==> src/hdl/assert_macros.svh <==
// Assertion macros used by the RTL top level.
// No dependencies.
`ifndef ASSERT_MACROS_SVH
`define ASSERT_MACROS_SVH

// same-cycle implication
`define ASSERT_IMPL(label, clk, rst_n, ante, cons, msg) \
	label: assert property (@(posedge clk) disable iff (!rst_n) (ante) |-> (cons)) \
		else $error(msg);

// next-cycle implication
`define ASSERT_NEXT(label, clk, rst_n, ante, cons, msg) \
	label: assert property (@(posedge clk) disable iff (!rst_n) (ante) |=> (cons)) \
		else $error(msg);

`endif

==> src/hdl/srm_pkg.sv <==
// Types and constants for the SPI radio access master.
// No dependencies.
`timescale 1ns / 1ps

package srm_pkg;

	localparam logic [1:0] CMD_TICK  = 2'd0;
	localparam logic [1:0] CMD_START = 2'd1;
	localparam logic [1:0] CMD_LOAD  = 2'd2;

	localparam logic [2:0] KIND_REG     = 3'd0;
	localparam logic [2:0] KIND_EXT     = 3'd1;
	localparam logic [2:0] KIND_STROBE  = 3'd2;
	localparam logic [2:0] KIND_DIRFIFO = 3'd3;
	localparam logic [2:0] KIND_STDFIFO = 3'd4;

	localparam logic [1:0] REG_EXT_CODE = 2'd0;
	localparam logic [1:0] REG_DIR_CODE = 2'd1;
	localparam logic [1:0] REG_STD_CODE = 2'd2;

	localparam int QDEPTH = 2;

	typedef enum logic [1:0] {
		OP_TICK  = 2'd0,
		OP_START = 2'd1,
		OP_LOAD  = 2'd2,
		OP_NOP   = 2'd3
	} op_t;

	typedef enum logic [4:0] {
		PH_IDLE  = 5'b00001,
		PH_HEAD  = 5'b00010,
		PH_ADDR  = 5'b00100,
		PH_DATA  = 5'b01000,
		PH_WAITW = 5'b10000
	} phase_t;

	typedef struct packed {
		logic [5:0] ext_code;
		logic [5:0] dir_code;
		logic [5:0] std_code;
	} cfg_t;

	typedef struct packed {
		op_t        op;
		logic [2:0] kind;
		logic       rd;
		logic [7:0] head;
		logic [7:0] addr;
		logic [7:0] count;
		logic [7:0] wbyte;
		logic       miso;
	} item_t;

	typedef struct packed {
		logic       sclk;
		logic       mosi;
		logic       cs_n;
		logic       busy;
		logic [7:0] status_byte;
		logic       status_valid;
		logic [7:0] read_byte;
		logic       read_valid;
		logic       write_wanted;
		logic       done;
	} result_t;

endpackage

==> src/hdl/srm_front.sv <==
// Front end: decodes each incoming item and builds the header byte for starts.
// Depends on srm_pkg.
`timescale 1ns / 1ps

module srm_front (
	input  srm_pkg::cfg_t  cfg,
	input  logic [1:0]     cmd,
	input  logic [2:0]     access_kind,
	input  logic           read_flag,
	input  logic [7:0]     address,
	input  logic [7:0]     byte_count,
	input  logic [7:0]     write_byte,
	input  logic           miso_bit,
	output srm_pkg::item_t item
);
	import srm_pkg::*;

	logic [5:0] code;
	logic       burst;

	always_comb begin
		case (access_kind)
			KIND_EXT:     code = cfg.ext_code;
			KIND_DIRFIFO: code = cfg.dir_code;
			KIND_STDFIFO: code = cfg.std_code;
			default:      code = address[5:0];
		endcase
		burst = (access_kind != KIND_STROBE) && (byte_count > 8'd1);

		item.kind  = access_kind;
		item.rd    = read_flag;
		item.head  = {read_flag, burst, code};
		item.addr  = address;
		item.count = byte_count;
		item.wbyte = write_byte;
		item.miso  = miso_bit;
		case (cmd)
			CMD_TICK:  item.op = OP_TICK;
			CMD_START: item.op = (access_kind <= KIND_STDFIFO) ? OP_START : OP_NOP;
			CMD_LOAD:  item.op = OP_LOAD;
			default:   item.op = OP_NOP;
		endcase
	end

endmodule

==> src/hdl/srm_queue.sv <==
// Two-entry item queue between front end and serial engine.
// Depends on srm_pkg.
`timescale 1ns / 1ps

module srm_queue (
	input  logic           clk,
	input  logic           arst_n,
	input  logic           push,
	input  srm_pkg::item_t push_item,
	output logic           full,
	input  logic           pop,
	output logic           head_valid,
	output srm_pkg::item_t head_item
);
	import srm_pkg::*;

	item_t      ent_q [QDEPTH];
	logic       wr_ptr_q;
	logic       rd_ptr_q;
	logic [1:0] cnt_q;

	logic do_push;
	logic do_pop;

	assign full       = (cnt_q == 2'(QDEPTH));
	assign head_valid = (cnt_q != 2'd0);
	assign head_item  = ent_q[rd_ptr_q];
	assign do_push    = push && !full;
	assign do_pop     = pop && head_valid;

	always_ff @(posedge clk) begin
		if (do_push) begin
			ent_q[wr_ptr_q] <= push_item;
		end
	end

	always_ff @(posedge clk or negedge arst_n) begin
		if (!arst_n) begin
			wr_ptr_q <= 1'b0;
			rd_ptr_q <= 1'b0;
			cnt_q    <= 2'd0;
		end else begin
			if (do_push) begin
				wr_ptr_q <= !wr_ptr_q;
			end
			if (do_pop) begin
				rd_ptr_q <= !rd_ptr_q;
			end
			if (do_push && !do_pop) begin
				cnt_q <= cnt_q + 2'd1;
			end else if (do_pop && !do_push) begin
				cnt_q <= cnt_q - 2'd1;
			end
		end
	end

endmodule

==> src/hdl/srm_back.sv <==
// Serial engine: runs the access state machine, one item per cycle while the result
// side does not stall, with a registered result stage. Depends on srm_pkg.
`timescale 1ns / 1ps

module srm_back (
	input  logic             clk,
	input  logic             arst_n,
	input  logic             q_valid,
	input  srm_pkg::item_t   q_item,
	output logic             pop,
	output logic             out_valid,
	input  logic             out_ready,
	output srm_pkg::result_t res
);
	import srm_pkg::*;

	phase_t     phase_q, n_phase;
	logic [2:0] bit_q, n_bit, bit_dec;
	logic [7:0] tx_q, n_tx;
	logic [7:0] rx_q, n_rx;
	logic [7:0] left_q, n_left;
	logic [2:0] kind_q, n_kind;
	logic       rd_q, n_rd;
	logic [7:0] addr_q, n_addr;
	logic [7:0] whold_q, n_whold;
	logic       wfull_q, n_wfull;
	logic       sclk_q, n_sclk;
	logic       mosi_q, n_mosi;
	logic       cs_n_q, n_cs_n;
	logic       st_v, rd_v, done, go_data, rd_data;

	logic    out_valid_q;
	result_t res_q;

	assign pop       = q_valid && (!out_valid_q || out_ready);
	assign out_valid = out_valid_q;
	assign res       = res_q;
	assign bit_dec   = bit_q - 3'd1;
	assign rd_data   = (phase_q == PH_DATA) && rd_q;

	always_comb begin
		n_phase = phase_q;
		n_bit   = bit_q;
		n_tx    = tx_q;
		n_rx    = rx_q;
		n_left  = left_q;
		n_kind  = kind_q;
		n_rd    = rd_q;
		n_addr  = addr_q;
		n_whold = whold_q;
		n_wfull = wfull_q;
		n_sclk  = sclk_q;
		n_mosi  = mosi_q;
		n_cs_n  = cs_n_q;
		st_v    = 1'b0;
		rd_v    = 1'b0;
		done    = 1'b0;
		go_data = 1'b0;
		case (q_item.op)
			OP_LOAD: begin
				n_whold = q_item.wbyte;
				n_wfull = 1'b1;
			end
			OP_START: begin
				if (phase_q == PH_IDLE) begin
					n_kind  = q_item.kind;
					n_rd    = q_item.rd;
					n_addr  = q_item.addr;
					n_left  = q_item.count;
					n_cs_n  = 1'b0;
					n_sclk  = 1'b0;
					n_tx    = q_item.head;
					n_bit   = 3'd7;
					n_mosi  = q_item.head[7];
					n_phase = PH_HEAD;
				end
			end
			OP_TICK: begin
				if (phase_q == PH_WAITW) begin
					if (wfull_q) begin
						n_wfull = 1'b0;
						n_tx    = whold_q;
						n_bit   = 3'd7;
						n_mosi  = whold_q[7];
						n_phase = PH_DATA;
					end
				end else if (phase_q != PH_IDLE) begin
					if (!sclk_q) begin
						n_sclk = 1'b1;
						if (phase_q == PH_HEAD || rd_data) begin
							n_rx[bit_q] = q_item.miso;
						end
					end else begin
						n_sclk = 1'b0;
						if (bit_q != 3'd0) begin
							n_bit = bit_dec;
							if (!rd_data) begin
								n_mosi = tx_q[bit_dec];
							end
						end else if (phase_q == PH_HEAD) begin
							st_v = 1'b1;
							if (kind_q == KIND_STROBE) begin
								done = 1'b1;
							end else if (kind_q == KIND_EXT || kind_q == KIND_DIRFIFO) begin
								n_tx    = addr_q;
								n_bit   = 3'd7;
								n_mosi  = addr_q[7];
								n_phase = PH_ADDR;
							end else begin
								go_data = 1'b1;
							end
						end else begin
							rd_v    = rd_data;
							go_data = 1'b1;
						end
						if (go_data) begin
							if (left_q == 8'd0) begin
								done = 1'b1;
							end else begin
								n_left = left_q - 8'd1;
								if (rd_q) begin
									n_bit   = 3'd7;
									n_phase = PH_DATA;
								end else if (wfull_q) begin
									n_wfull = 1'b0;
									n_tx    = whold_q;
									n_bit   = 3'd7;
									n_mosi  = whold_q[7];
									n_phase = PH_DATA;
								end else begin
									n_phase = PH_WAITW;
								end
							end
						end
						if (done) begin
							n_phase = PH_IDLE;
							n_bit   = 3'd7;
							n_cs_n  = 1'b1;
						end
					end
				end
			end
			default: begin
			end
		endcase
	end

	always_ff @(posedge clk or negedge arst_n) begin
		if (!arst_n) begin
			phase_q     <= PH_IDLE;
			bit_q       <= 3'd7;
			tx_q        <= 8'd0;
			rx_q        <= 8'd0;
			left_q      <= 8'd0;
			kind_q      <= 3'd0;
			rd_q        <= 1'b0;
			addr_q      <= 8'd0;
			whold_q     <= 8'd0;
			wfull_q     <= 1'b0;
			sclk_q      <= 1'b0;
			mosi_q      <= 1'b1;
			cs_n_q      <= 1'b1;
			out_valid_q <= 1'b0;
		end else begin
			if (pop) begin
				phase_q <= n_phase;
				bit_q   <= n_bit;
				tx_q    <= n_tx;
				rx_q    <= n_rx;
				left_q  <= n_left;
				kind_q  <= n_kind;
				rd_q    <= n_rd;
				addr_q  <= n_addr;
				whold_q <= n_whold;
				wfull_q <= n_wfull;
				sclk_q  <= n_sclk;
				mosi_q  <= n_mosi;
				cs_n_q  <= n_cs_n;
			end
			if (pop) begin
				out_valid_q <= 1'b1;
			end else if (out_ready) begin
				out_valid_q <= 1'b0;
			end
		end
	end

	always_ff @(posedge clk) begin
		if (pop) begin
			res_q.sclk         <= n_sclk;
			res_q.mosi         <= n_mosi;
			res_q.cs_n         <= n_cs_n;
			res_q.busy         <= (n_phase != PH_IDLE);
			res_q.status_byte  <= st_v ? n_rx : 8'd0;
			res_q.status_valid <= st_v;
			res_q.read_byte    <= rd_v ? n_rx : 8'd0;
			res_q.read_valid   <= rd_v;
			res_q.write_wanted <= (n_phase == PH_WAITW);
			res_q.done         <= done;
		end
	end

endmodule

==> src/hdl/spi_radio_access_master.sv <==
// Top level of the SPI radio access master: config registers, front end,
// item queue and serial engine. Depends on srm_pkg and assert_macros.svh.
//
//   channel  | handshake            | carries
//   ---------+----------------------+---------------------------------------
//   in       | in_valid / in_ready  | cmd, access_kind, read_flag, address,
//            |                      | byte_count, write_byte, miso_bit
//   out      | out_valid/out_ready  | pin levels, status, read data, flags
//   apb      | psel/penable/pready  | three 6-bit header code registers
//
// One item per cycle sustained while the output does not stall; an accepted item
// is written into a queue entry, then its result into the result register, where
// it stays until taken.
// The two-entry queue and the result register let input and output stall
// independently. Reset is asynchronous, active low; no clearing pass.
`timescale 1ns / 1ps
`include "assert_macros.svh"

module spi_radio_access_master (
	input  logic        clk,
	input  logic        arst_n,
	input  logic        psel,
	input  logic        penable,
	input  logic        pwrite,
	input  logic [3:0]  paddr,
	input  logic [31:0] pwdata,
	output logic [31:0] prdata,
	output logic        pready,
	input  logic        in_valid,
	output logic        in_ready,
	input  logic [1:0]  cmd,
	input  logic [2:0]  access_kind,
	input  logic        read_flag,
	input  logic [7:0]  address,
	input  logic [7:0]  byte_count,
	input  logic [7:0]  write_byte,
	input  logic        miso_bit,
	output logic        out_valid,
	input  logic        out_ready,
	output logic        sclk,
	output logic        mosi,
	output logic        cs_n,
	output logic        busy_res,
	output logic [7:0]  status_byte,
	output logic        status_valid,
	output logic [7:0]  read_byte,
	output logic        read_valid,
	output logic        write_wanted,
	output logic        done_res
);
	import srm_pkg::*;

	cfg_t    cfg_q;
	item_t   front_item;
	item_t   q_item;
	logic    q_full;
	logic    q_valid;
	logic    pop;
	result_t res;
	logic    cfg_wr;

	assign pready   = 1'b1;
	assign cfg_wr   = psel && penable && pwrite;
	assign in_ready = !q_full;

	always_ff @(posedge clk or negedge arst_n) begin
		if (!arst_n) begin
			cfg_q.ext_code <= 6'd47;
			cfg_q.dir_code <= 6'd62;
			cfg_q.std_code <= 6'd63;
		end else if (cfg_wr) begin
			case (paddr[3:2])
				REG_EXT_CODE: cfg_q.ext_code <= pwdata[5:0];
				REG_DIR_CODE: cfg_q.dir_code <= pwdata[5:0];
				REG_STD_CODE: cfg_q.std_code <= pwdata[5:0];
				default: begin
				end
			endcase
		end
	end

	always_comb begin
		case (paddr[3:2])
			REG_EXT_CODE: prdata = {26'd0, cfg_q.ext_code};
			REG_DIR_CODE: prdata = {26'd0, cfg_q.dir_code};
			REG_STD_CODE: prdata = {26'd0, cfg_q.std_code};
			default:      prdata = 32'd0;
		endcase
	end

	srm_front u_front (
		.cfg         (cfg_q),
		.cmd         (cmd),
		.access_kind (access_kind),
		.read_flag   (read_flag),
		.address     (address),
		.byte_count  (byte_count),
		.write_byte  (write_byte),
		.miso_bit    (miso_bit),
		.item        (front_item)
	);

	srm_queue u_queue (
		.clk        (clk),
		.arst_n     (arst_n),
		.push       (in_valid),
		.push_item  (front_item),
		.full       (q_full),
		.pop        (pop),
		.head_valid (q_valid),
		.head_item  (q_item)
	);

	srm_back u_back (
		.clk       (clk),
		.arst_n    (arst_n),
		.q_valid   (q_valid),
		.q_item    (q_item),
		.pop       (pop),
		.out_valid (out_valid),
		.out_ready (out_ready),
		.res       (res)
	);

	assign sclk         = res.sclk;
	assign mosi         = res.mosi;
	assign cs_n         = res.cs_n;
	assign busy_res     = res.busy;
	assign status_byte  = res.status_byte;
	assign status_valid = res.status_valid;
	assign read_byte    = res.read_byte;
	assign read_valid   = res.read_valid;
	assign write_wanted = res.write_wanted;
	assign done_res     = res.done;

	`ASSERT_IMPL(a_pop_has_item, clk, arst_n, pop, q_valid, "engine took from empty queue")
	`ASSERT_IMPL(a_done_ends, clk, arst_n, out_valid && done_res, cs_n && !busy_res && !sclk,
		"access end without chip select raised")
	`ASSERT_IMPL(a_one_byte_kind, clk, arst_n, out_valid, !(status_valid && read_valid),
		"status and read byte in one result")
	`ASSERT_NEXT(a_wait_held, clk, arst_n, out_valid && out_ready && write_wanted,
		!out_valid || busy_res || write_wanted || !sclk, "write wait left with clock high")

endmodule

==> config.mk <==
export PLATFORM = sky130hd
export DESIGN_NAME = spi_radio_access_master
export DESIGN_NICKNAME = d
export VERILOG_FILES = /design/src/hdl/srm_pkg.sv /design/src/hdl/srm_front.sv /design/src/hdl/srm_queue.sv /design/src/hdl/srm_back.sv /design/src/hdl/spi_radio_access_master.sv
export VERILOG_INCLUDE_DIRS = /design/src /design/src/hdl
export SDC_FILE = /design/constraint.sdc
export NUM_CORES = 1
export LEC_CHECK = 0
export ABC_CLOCK_PERIOD_IN_PS = 5300
export BUFFER_PORTS_ARGS = -buffer_cell sky130_fd_sc_hd__buf_4
export CORE_MARGIN = 3
export CORE_UTILIZATION = 24
export CTS_BUF_LIST = sky130_fd_sc_hd__clkbuf_16
export DETAILED_ROUTE_END_ITERATION = 8
export SYNTH_ARGS = -nofsm -noshare
export SYNTH_HDL_FRONTEND = slang
export SYNTH_SLANG_ARGS = --single-unit
==> constraint.sdc <==
create_clock -name clk -period 5.3 [get_ports clk]
set_input_delay 1.06 -clock clk [delete_from_list [all_inputs] [get_ports clk]]
set_output_delay 1.06 -clock clk [all_outputs]
set_load 0.05 [all_outputs]
# Yosys cells after proc, flatten, opt, wreduce, memory -nomap -nowiden
# Memories as Yosys holds them, arrays and structs flattened.
# Index checks and enable logic that the tools add are counted.
# totals
ff_bits	103
latch_bits	0
mem_bits_rw	78
mem_bits_ro	0
input_bits	74
out_inout_bits	59
elab_cells	247
n_memories	1
# op_classes
add_sub_neg	4
multipliers	0
div	0
magnitude_cmp	5
eq_ne	33
n_shift	0
mux	133
bitwise_logic	3
n_reduce_logical	38
# memory_table
name	words	word_bits	rd	rd_ports_with_merged_regs	write_ports	line	text
u_queue.ent_q	2	39	1	0	1	srm_queue.sv:17	item_t ent_q [QDEPTH];
# ops
op	n
8-bit two-way mux	24
5-bit two-way mux	14
1-bit two-way mux	64
3-bit two-way mux	14
6-bit one-hot mux with 3 select lines	2
8-bit one-hot mux with 2 select lines	2
5-bit equality test, second input constant	2
1-bit logical AND	10
5-bit by 1-bit != test with 1-bit output, second input constant	2
5-bit one-hot mux with 2 select lines	1
2-bit nonzero test	5
3-bit by 2-bit equality test with 1-bit output, second input constant	3
3-bit by 1-bit != test with 1-bit output, second input constant	3
3-bit by 2-bit != test with 1-bit output, second input constant	3
8-bit bitwise mux	1
2-bit equality test, second input constant	4
8-bit by 1-bit > comparator with 1-bit output, second input constant	1
8-bit zero test	1
3-bit by 4-bit less-than comparator with 1-bit output, second input constant	2
2-bit by 1-bit != test with 1-bit output, second input constant	4
1-bit one-hot mux with 2 select lines	4
2-bit AND reduction	4
8-bit AND reduction	1
8-bit by 1-bit subtractor with 8-bit output, second input constant	1
27 further kinds	44

# Logic depth before layout (Yosys ltp)
# Gate-level depths: netlist (run 1).
# logic_depth
word_depth	21
ltp_mapped	10
ltp_nobuf	8

# Modules after synthesis
# From an unflattened synthesis (run 1), not the netlist that was laid out.
# hier_totals
hier_cells	726
hier_area_um2	9083.7
# by_module_without_submodules
mod	n_inst	cells_each	area_per_inst_um2	seq_area_each_um2
srm_back	1	414	4406.7	2154.6
srm_queue	1	140	3026.7	2442.3
spi_radio_access_master	1	92	1094.8	470.5
srm_front	1	80	555.5	0.0

# Worst setup path after synthesis (run 1)
# No wires, ideal clock.
# synth_timing
path_kind	input to output
from	input port paddr[2]
to	output port prdata[0]
arrival_time_ns	2.647
required_time_ns	4.240
path_slack_ns	1.593
cell_stages	3
path_buffers	1
path_cell_list	clkbuf_1 mux2i_1 o21ai_0
# synth_between
elab_chain_len	2
elab_cells_between_ends	4
cone_classes	2 x eq/ne; 1 x mux; 1 x reduce/logical
# synth_lines
element	line	text
start, declared	spi_radio_access_master.sv:25	input logic [3:0] paddr,
2-bit equality test (tied with other cells)	spi_radio_access_master.sv:83	case (paddr[3:2])
6-bit one-hot mux with 3 select lines *	spi_radio_access_master.sv:83	
end, declared	spi_radio_access_master.sv:27	output logic [31:0] prdata,
# Every way passes the cells marked *; elsewhere a longest branch is shown, timed or not.

# Final worst setup path (run 1)
# layout_timing
from	register u_queue.rd_ptr_q
to	register u_back.res[14] (netlist name)
# layout_between
elab_chain_len	7
elab_cells_between_ends	9
cone_classes	7 x mux; 1 x reduce/logical; 1 x memory
# layout_lines
element	line	text
start, declared	srm_queue.sv:19	logic rd_ptr_q;
start signal, assigned	srm_queue.sv:47	rd_ptr_q <= !rd_ptr_q;
memory 2 x 39 bit *	n/a	
8-bit bitwise mux	srm_back.sv:91	n_rx[bit_q] = q_item.miso;
8-bit two-way mux	srm_back.sv:90	if (phase_q == PH_HEAD || rd_data) begin
8-bit two-way mux	srm_back.sv:88	if (!sclk_q) begin
8-bit two-way mux	srm_back.sv:87	end else if (phase_q != PH_IDLE) begin
8-bit two-way mux	srm_back.sv:79	if (phase_q == PH_WAITW) begin
8-bit two-way mux	srm_back.sv:59	case (q_item.op)
# Marks and branches as above.
# A chain may end at the register's enable or synchronous reset.

==> summary.txt, run 1 <==
critical path capture point type: register
largest net degree at the start of global routing: 56
Via density: 4.420
crit-path cells: nor3b_1 -> or2_1 -> nand2_1 -> nor3_1 -> nand4b_1 -> nor2_1
fin crit period: 3.117 ns
r2r setup slk: 2.18 ns
chip height: 193.9 um
n_diodes: 0
setup TNS: 0 ns
Post-CTS Hold Buffers: 0
FF+latch count, synth: 179
DR pass1 iterations: 5
Post-Syn Area: 0.008477 mm^2
CP Data Required Time: 5.56 ns
share of cells above drive strength 1: 0.2477
crit path max fanout: 16
max_cap viols: 0
PortBufs: 77
Async SR Flop Fraction: 0.4413
Setup Fix Bufs, Post-CTS: 0
HP Start: u_back.cs_n_q
Rows: 68
largest stage delay on the critical path: 0.63 ns
DPL Wire Length: 12.98 mm
dominant cells by area after synthesis: edfxtp_1 35%, dfrtp_1 17%, dfstp_2 6.8%
VDD IR max: 0.3126 mV
slew at the pin with the worst max-slew slack: 1.194 ns
H-Tree Depth: 4
warnings from Yosys: 0
clk_skew: 0.01310 ns
clock root buffer: clkbuf_16
io pins: 133
synth-to-layout area growth: 18.45%
Pleak: 3.875 nW
CTS tree: built
Netlist cell types: 78
hold path cells: 2
vias in the first global route: 5417
Die Area: 0.03761 mm^2
sequential area share after synthesis: 0.5907
slowest cell on the critical path: dfrtp_2
final worst path period share: 0.5881
Hold WC Path Type: reg2reg
P per Cell Area: 487.4 mW/mm^2
Max Clock Freq: 0.3208 GHz
worst hold endpoint: u_back.cs_n_q
max-slew violations: 0
clk slew on worst S/H paths: 0.08 ns
unrepaired setup endpoints after global routing: no
synthesized area per cell: 12.27 um^2
EDFF count, synth: 100
routed length per instance: 14.98 um
top_reg_cell synth: edfxtp_1
Detail Route Antenna Nets: 0
core area: 0.03471 mm^2
first-pass GRT wire length: 29.73 mm
initial antenna violation count: 0
CTS buffer count: 17
Final Hold Fails: 0
fin util: 0.2893
Nets: 841
r2r worst-path depth: 6
Yosys top cell area share: 0.3542
dominant cell type by area after synthesis: edfxtp_1
Slew headroom: 0.2042
clock sinks: 179
routability cong.: 0.8904
reg2reg end: u_back.res[14]
grt total ovfl: 0
crit start category: register
Setup CP Type: reg2reg
Total GRT Usage: 0.09842
DRC violations left: 0
clk_lat worst skew: 0.43 ns
Max clock buf depth: 2
Starting DRT DRC Count: 291
status: finished clean
CTS resizes: 0
Initial Utilization: 0.2442
vias: 5436
crit path DAT: 3.38 ns
Die X: 193.9 um
Post-Route WL: 18.42 mm
Final setup viols: 0
RR Startpoint: u_queue.rd_ptr_q
Syn Inst Count: 691
[cells by family (layout without fill, tap and decap cells)]
group / Yosys count / after routing / share of synthesized area
other: 2 / 27 / 0.0008859
xor gates and xnor gates: 6 / 6 / 0.006199
and+or+nand+nor: 207 / 207 / 0.1266
adders and majority gates: 5 / 5 / 0.007380
muxes: 89 / 89 / 0.1129
DFF: 179 / 179 / 0.5907
AOI/OAI and AO/OA: 129 / 129 / 0.1079
buffers and inverters: 74 / 133 / 0.04738
[layout make-up]
class	instances	area, um^2
clock inverter	15	168.9
multi-input combinational	463	3171
fill	3566	24670
sequential	179	5009
clock buffer	17	425.4
timing repair buffer	85	638.1
inverter	16	60.06
tap	455	569.3
[flip-flops by register name, summed over array words and instances, names as in the netlist]
| signal | flops |
|---|---|
| u_back.rx_q | 8 |
| u_queue.wr_ptr_q | 1 |
| u_back.phase_q | 5 |
| u_back.tx_q | 8 |
| u_back.out_valid | 1 |
| u_back.left_q | 8 |
| cfg_q | 18 |
| u_queue.rd_ptr_q | 1 |
| u_back.rd_q | 1 |
| u_queue.ent_q | 76 |
| u_back.whold_q | 8 |
| u_back.kind_q | 3 |
| u_back.res | 24 |
| u_back.sclk_q | 1 |
| u_back.addr_q | 8 |
| u_back.bit_q | 3 |
| u_back.mosi_q | 1 |
| u_queue.cnt_q | 2 |
| u_back.wfull_q | 1 |
| u_back.cs_n_q | 1 |
[worst max-delay path by stage]
| stage | slack [ns] | endpoint | cells past startpoint | start |
|---|---|---|---|---|
| floorplan | 1.59 | prdata[0] | 3 | paddr[2] |
| global placement | 2.07 | u_back.tx_q[0] | 11 | out_ready |
| detailed placement | 2.04 | u_back.tx_q[5] | 11 | out_ready |
| CTS | 2.19 | u_back.res[14] | 6 | u_queue.rd_ptr_q |
| global route | 1.88 | u_back.res[14] | 6 | u_queue.rd_ptr_q |
| finish | 2.18 | u_back.res[14] | 6 | u_queue.rd_ptr_q |
[cells in the mapped netlist (6+ instances only)]
library cell and instances:
edfxtp_1 100, nor2_1 73, dfrtp_1 57, mux2i_1 54, nand2_1 41, a21oi_1 29, buf_4 27, mux2_2 25
o21ai_0 24, dfstp_2 22, clkbuf_1 20, nor3_1 15, nand3_1 14, inv_1 13, a22o_1 12, o22ai_1 10
nand2b_1 9, mux2_1 8, nand4_1 7, o211ai_1 7, a221o_1 6, buf_2 6
[placed cells by master, fill, tap and decap left out, types with 24 or more instances in the layout]
| cell type | instances |
|---|---|
| a21oi_1 | 29 |
| buf_4 | 85 |
| conb_1 | 27 |
| dfrtp_1 | 56 |
| edfxtp_1 | 100 |
| mux2_2 | 25 |
| mux2i_1 | 54 |
| nand2_1 | 41 |
| nor2_1 | 72 |
| o21ai_0 | 24 |
[critical path, delay by kind of cell (launching register included)]
kind | cells | cell delay [ns]
flip-flops | 1 | 0.63
AND/OR/NAND/NOR | 6 | 2.31
[power by group]
part	leakage (nW)	internal [W]	switching [W]
Combinational	1.68	0.000540	0.000980
Sequential	1.90	0.00189	0.000213
Clock	0.292	0.000672	0.000601
Total	3.87	0.00310	0.00179
[metrics by stage]
stage	cell area (um^2)	total power (W)	hold slack (ns)	std cells	setup slack (ns)
2_1_floorplan	8571	0.003225	0.4421	716	1.593
3_3_place_gp	9447	0.003645	0.4522	1198	2.067
3_5_place_dp	9447	0.003676	0.4533	1198	2.044
4_1_cts	10040	0.004960	0.4656	1230	2.190
5_1_grt	10040	0.005173	0.5022	1230	1.880
6_report	10040	0.004894	0.4669	1230	2.183
[routing by layer]
metal | global-route usage | share of wire | vias up
li1 | - | - | 2668
met1 | 0.1348 | 0.47 | 2606
met2 | 0.1520 | 0.46 | 148
met3 | 0.02554 | 0.056 | 14
met4 | 0.03351 | 0.014 | 0
met5 | 0 | 0 | -
Power figures use the tool's default switching activity.
==> run 2: changes to the inputs <==
- ABC_AREA: default -> 1
- ABC_CLOCK_PERIOD_IN_PS: 5300 -> 2920
- clock period: 5.3 -> 2.92 ns (I/O delays scaled with it)
==> run 2 against run 1 <==
  * Sequential share of layout area fell by 0.78 points
  * Via count rose by 16%
  * Critical endpoint is now u_back.left_q[3]
  * Sequential cell count did not move
  * Combinational power rose to 2.7 times the previous value
  * Maximum frequency rose by 25%
  * Core utilization rose by 0.17 points
  * Area after synthesis rose by 2.0%
  * Sequential power rose by 88%
  * Clock skew fell by 0.0010 ns
  * First-iteration DRC count rose by 76%
  * Clock power rose by 72%
  * Die area rose by 1.9%
==> summary.txt, run 2 <==
vias in the first global route: 6083 (was 5417)
io pins: 133 (unchanged)
crit-path cells: inv_2 -> ha_1 -> nand2_2 -> inv_1 -> nand3_2 -> o21ai_0 -> nand3_2 -> inv_2 -> o311ai_0 -> o21ai_2 (was nor3b_1 -> or2_1 -> nand2_1 -> nor3_1 -> nand4b_1 -> nor2_1)
Final setup viols: 0 (unchanged)
synthesized area per cell: 9.418 um^2 (was 12.27 um^2)
Setup crit start: u_back.bit_q[0] (was u_queue.rd_ptr_q)
share of cells above drive strength 1: 0.1889 (was 0.2477)
WP buf/inv: 3 (was 0)
crit path max fanout: 13 (was 16)
DPL Wire Length: 14.62 mm (was 12.98 mm)
fin crit period: 2.502 ns (was 3.117 ns)
max-slew violations: 0 (unchanged)
clk slew on worst S/H paths: 0.07 ns (was 0.08 ns)
largest family of logic cells by synthesized area: simple AND/OR/NAND/NOR gates (unchanged)
crit-path leading delay family: buffers and inverters (was simple AND/OR/NAND/NOR gates)
Post-DP Area: 0.009643 mm^2 (was 0.009447 mm^2)
VDD IR max: 0.5113 mV (was 0.3126 mV)
H-Tree Depth: 4 (unchanged)
n_diodes: 0 (unchanged)
Max Clock Freq: 0.3997 GHz (was 0.3208 GHz)
unrepaired setup endpoints after global routing: no (unchanged)
multiplexer area fraction after synthesis: 0 (was 0.1129)
fin util: 0.2909 (was 0.2893)
r2r worst-path depth: 10 (was 6)
clock sinks: 179 (unchanged)
dominant cell type by area after synthesis: edfxtp_1 (unchanged)
Starting DRT DRC Count: 511 (was 291)
CTS resizes: 0 (unchanged)
Hold WC Path Type: in2async (was reg2reg)
Max clock buf depth: 2 (unchanged)
max_cap viols: 0 (unchanged)
top_reg_cell synth: edfxtp_1 (unchanged)
post-synthesis xor/xnor area fraction: 0.006078 (was 0.006199)
Largest Register: u_queue.ent_q (unchanged)
crit path DAT: 2.87 ns (was 3.38 ns)
number of flip-flops under the largest register name: 76 (unchanged)
worst hold slack: 0.1737 ns (was 0.4669 ns)
PortBufs: 77 (unchanged)
DR pass1 iterations: 7 (was 5)
first-pass GRT wire length: 33.01 mm (was 29.73 mm)
CTS tree: built (unchanged)
CP Data Required Time: 3.29 ns (was 5.56 ns)
vias: 6300 (was 5436)
warnings from Yosys: 0 (unchanged)
area of the multi-input gates: 0.003069 mm^2 (was 0.003171 mm^2)
largest stage delay on the critical path: 0.42 ns (was 0.63 ns)
most frequent cells after synthesis: 211 x nand2_1, 109 x nor2_1, 100 x edfxtp_1 (was 100 x edfxtp_1, 73 x nor2_1, 57 x dfrtp_1)
Post-CTS Hold Buffers: 0 (unchanged)
commonest non-fill, non-tap cell in the layout: nand2_1 (was edfxtp_1)
most frequent cells in the layout: 211 x nand2_1, 107 x nor2_1, 100 x edfxtp_1, 89 x buf_4, 81 x inv_1 (was 100 x edfxtp_1, 85 x buf_4, 72 x nor2_1, 56 x dfrtp_1, 54 x mux2i_1)
Setup Fix Bufs, Post-CTS: 0 (unchanged)
setup TNS: 0 ns (unchanged)
crit start category: register (unchanged)
net switching power: 0.004301 W (was 0.001794 W)
routability cong.: 0.8633 (was 0.8904)
Post-Route WL: 20.39 mm (was 18.42 mm)
EDFF count, synth: 100 (unchanged)
clock root buffer: clkbuf_16 (unchanged)
reg2reg end: u_back.left_q[3] (was u_back.res[14])
slew at the pin with the worst max-slew slack: 0.9494 ns (was 1.194 ns)
Rows: 68 (unchanged)
filler cell count: 3712 (was 3566)
Die X: 195.8 um (was 193.9 um)
Register Area: 0.005007 mm^2 (was 0.005009 mm^2)
Pleak: 4.236 nW (was 3.875 nW)
CTS buffer count: 17 (unchanged)
Clock power frac: 0.214 (was 0.260)
Slew headroom: 0.3636 (was 0.2042)
initial antenna violation count: 1 (was 0)
Netlist cell types: 51 (was 78)
Syn Inst Count: 918 (was 691)
RR Startpoint: u_back.bit_q[0] (was u_queue.rd_ptr_q)
sequential area share after synthesis: 0.5792 (was 0.5907)
cell area after layout: 0.01020 mm^2 (was 0.01004 mm^2)
DRC violations left: 0 (unchanged)
Nets: 1073 (was 841)
register share of total power: 0.386 (was 0.429)
P per Cell Area: 1003 mW/mm^2 (was 487.4 mW/mm^2)
Async SR Flop Fraction: 0.4413 (unchanged)
grt total ovfl: 0 (unchanged)
simple-gate share of the synthesized area: 0.2068 (was 0.1266)
FF+latch count, synth: 179 (unchanged)
Initial Utilization: 0.2466 (was 0.2442)
Via density: 4.312 (was 4.420)
most frequent cell after synthesis: nand2_1 (was edfxtp_1)
status: finished clean (unchanged)
Total GRT Usage: 0.1089 (was 0.09842)
sw frac: 0.4206 (was 0.3666)
synth-to-layout area growth: 17.96% (was 18.45%)
routed length per instance: 13.96 um (was 14.98 um)
Die Area: 0.03834 mm^2 (was 0.03761 mm^2)
Post-Syn Area: 0.008646 mm^2 (was 0.008477 mm^2)
Pint: 0.005924 W (was 0.003100 W)
final worst path period share: 0.8567 (was 0.5881)
Yosys top cell area share: 0.3473 (was 0.3542)
clk_skew: 0.01205 ns (was 0.01310 ns)
Final Hold Fails: 0 (unchanged)
Post-Synth Adder-Cell Area: 0.007236 (was 0.007380)
Detail Route Antenna Nets: 0 (unchanged)
core area: 0.03505 mm^2 (was 0.03471 mm^2)
critical path capture point type: register (unchanged)
r2r setup slk: 0.42 ns (was 2.18 ns)
Setup CP Type: reg2reg (unchanged)
dominant cells by area after synthesis: edfxtp_1 35%, dfrtp_1 16%, nand2_1 9.2% (was edfxtp_1 35%, dfrtp_1 17%, dfstp_2 6.8%)
chip height: 195.8 um (was 193.9 um)
combinational share of power: 0.399 (was 0.311)
largest net degree at the start of global routing: 42 (was 56)
slowest cell on the critical path: dfstp_2 (was dfrtp_2)
clk_lat worst skew: 0.43 ns (about the same)
Synth Area in Compound Gates: 0.1214 (was 0.1079)
## run 2: worst register-to-register path: stages (launching register included)
cell      delay (ns)
dfstp_2         0.42
inv_2           0.18
ha_1            0.19
nand2_2         0.08
inv_1           0.35
nand3_2         0.22
o21ai_0         0.24
nand3_2         0.15
inv_2           0.28
o311ai_0        0.24
o21ai_2         0.09
## run 2: worst max-delay path by stage
stage / endpoint / depth (start not counted)
floorplan: u_back.left_q[2] / 12
global placement: u_back.kind_q[1] / 9
detailed placement: u_back.kind_q[1] / 9
CTS: u_back.kind_q[1] / 9
global route: u_back.kind_q[1] / 9
finish: u_back.left_q[3] / 10
## run 2: metal layers
layer,up-vias,wire (um),track usage
met5,-,17,0
met1,2963,9645,0.1489
li1,3179,-,-
met3,14,975,0.02576
met4,2,195,0.02535
met2,142,9560,0.1754
## run 2: power groups by stage
stage                     Sequential [W]  Combinational, W  Clock [W]
after floorplan                  0.00436           0.00264          0
after global placement           0.00398           0.00409          0
after detailed placement         0.00400           0.00413          0
after CTS                        0.00396           0.00414    0.00226
after global routing             0.00404           0.00456    0.00238
final                            0.00395           0.00408    0.00219
## run 2: final cells by class
type                       instances  share of cell area
tap                              455             0.05582
inverter                          87             0.03227
multi-input combinational        620              0.3009
sequential                       179              0.4910
clock inverter                    14             0.01276
clock buffer                      17             0.04171
timing repair buffer              89             0.06551
## run 2: cell families after synthesis
| logic type | after synthesis |
|---|---|
| AOI/OAI and AO/OA | 173 |
| xor gates and xnor gates | 6 |
| adders and majority gates | 5 |
| buffers and inverters | 144 |
| DFF | 179 |
| other | 2 |
| and+or+nand+nor | 409 |
## run 2: through the flow
| stage | power [W] | worst slack [ns] | instances |
|---|---|---|---|
| detailed placement | 0.008131 | 0.4009 | 1430 |
| global placement | 0.008070 | 0.4226 | 1430 |
| floorplan | 0.007002 | 0.4537 | 943 |
| global route | 0.01099 | 0.06670 | 1461 |
| finish | 0.01023 | 0.4184 | 1461 |
| CTS | 0.01036 | 0.3829 | 1461 |
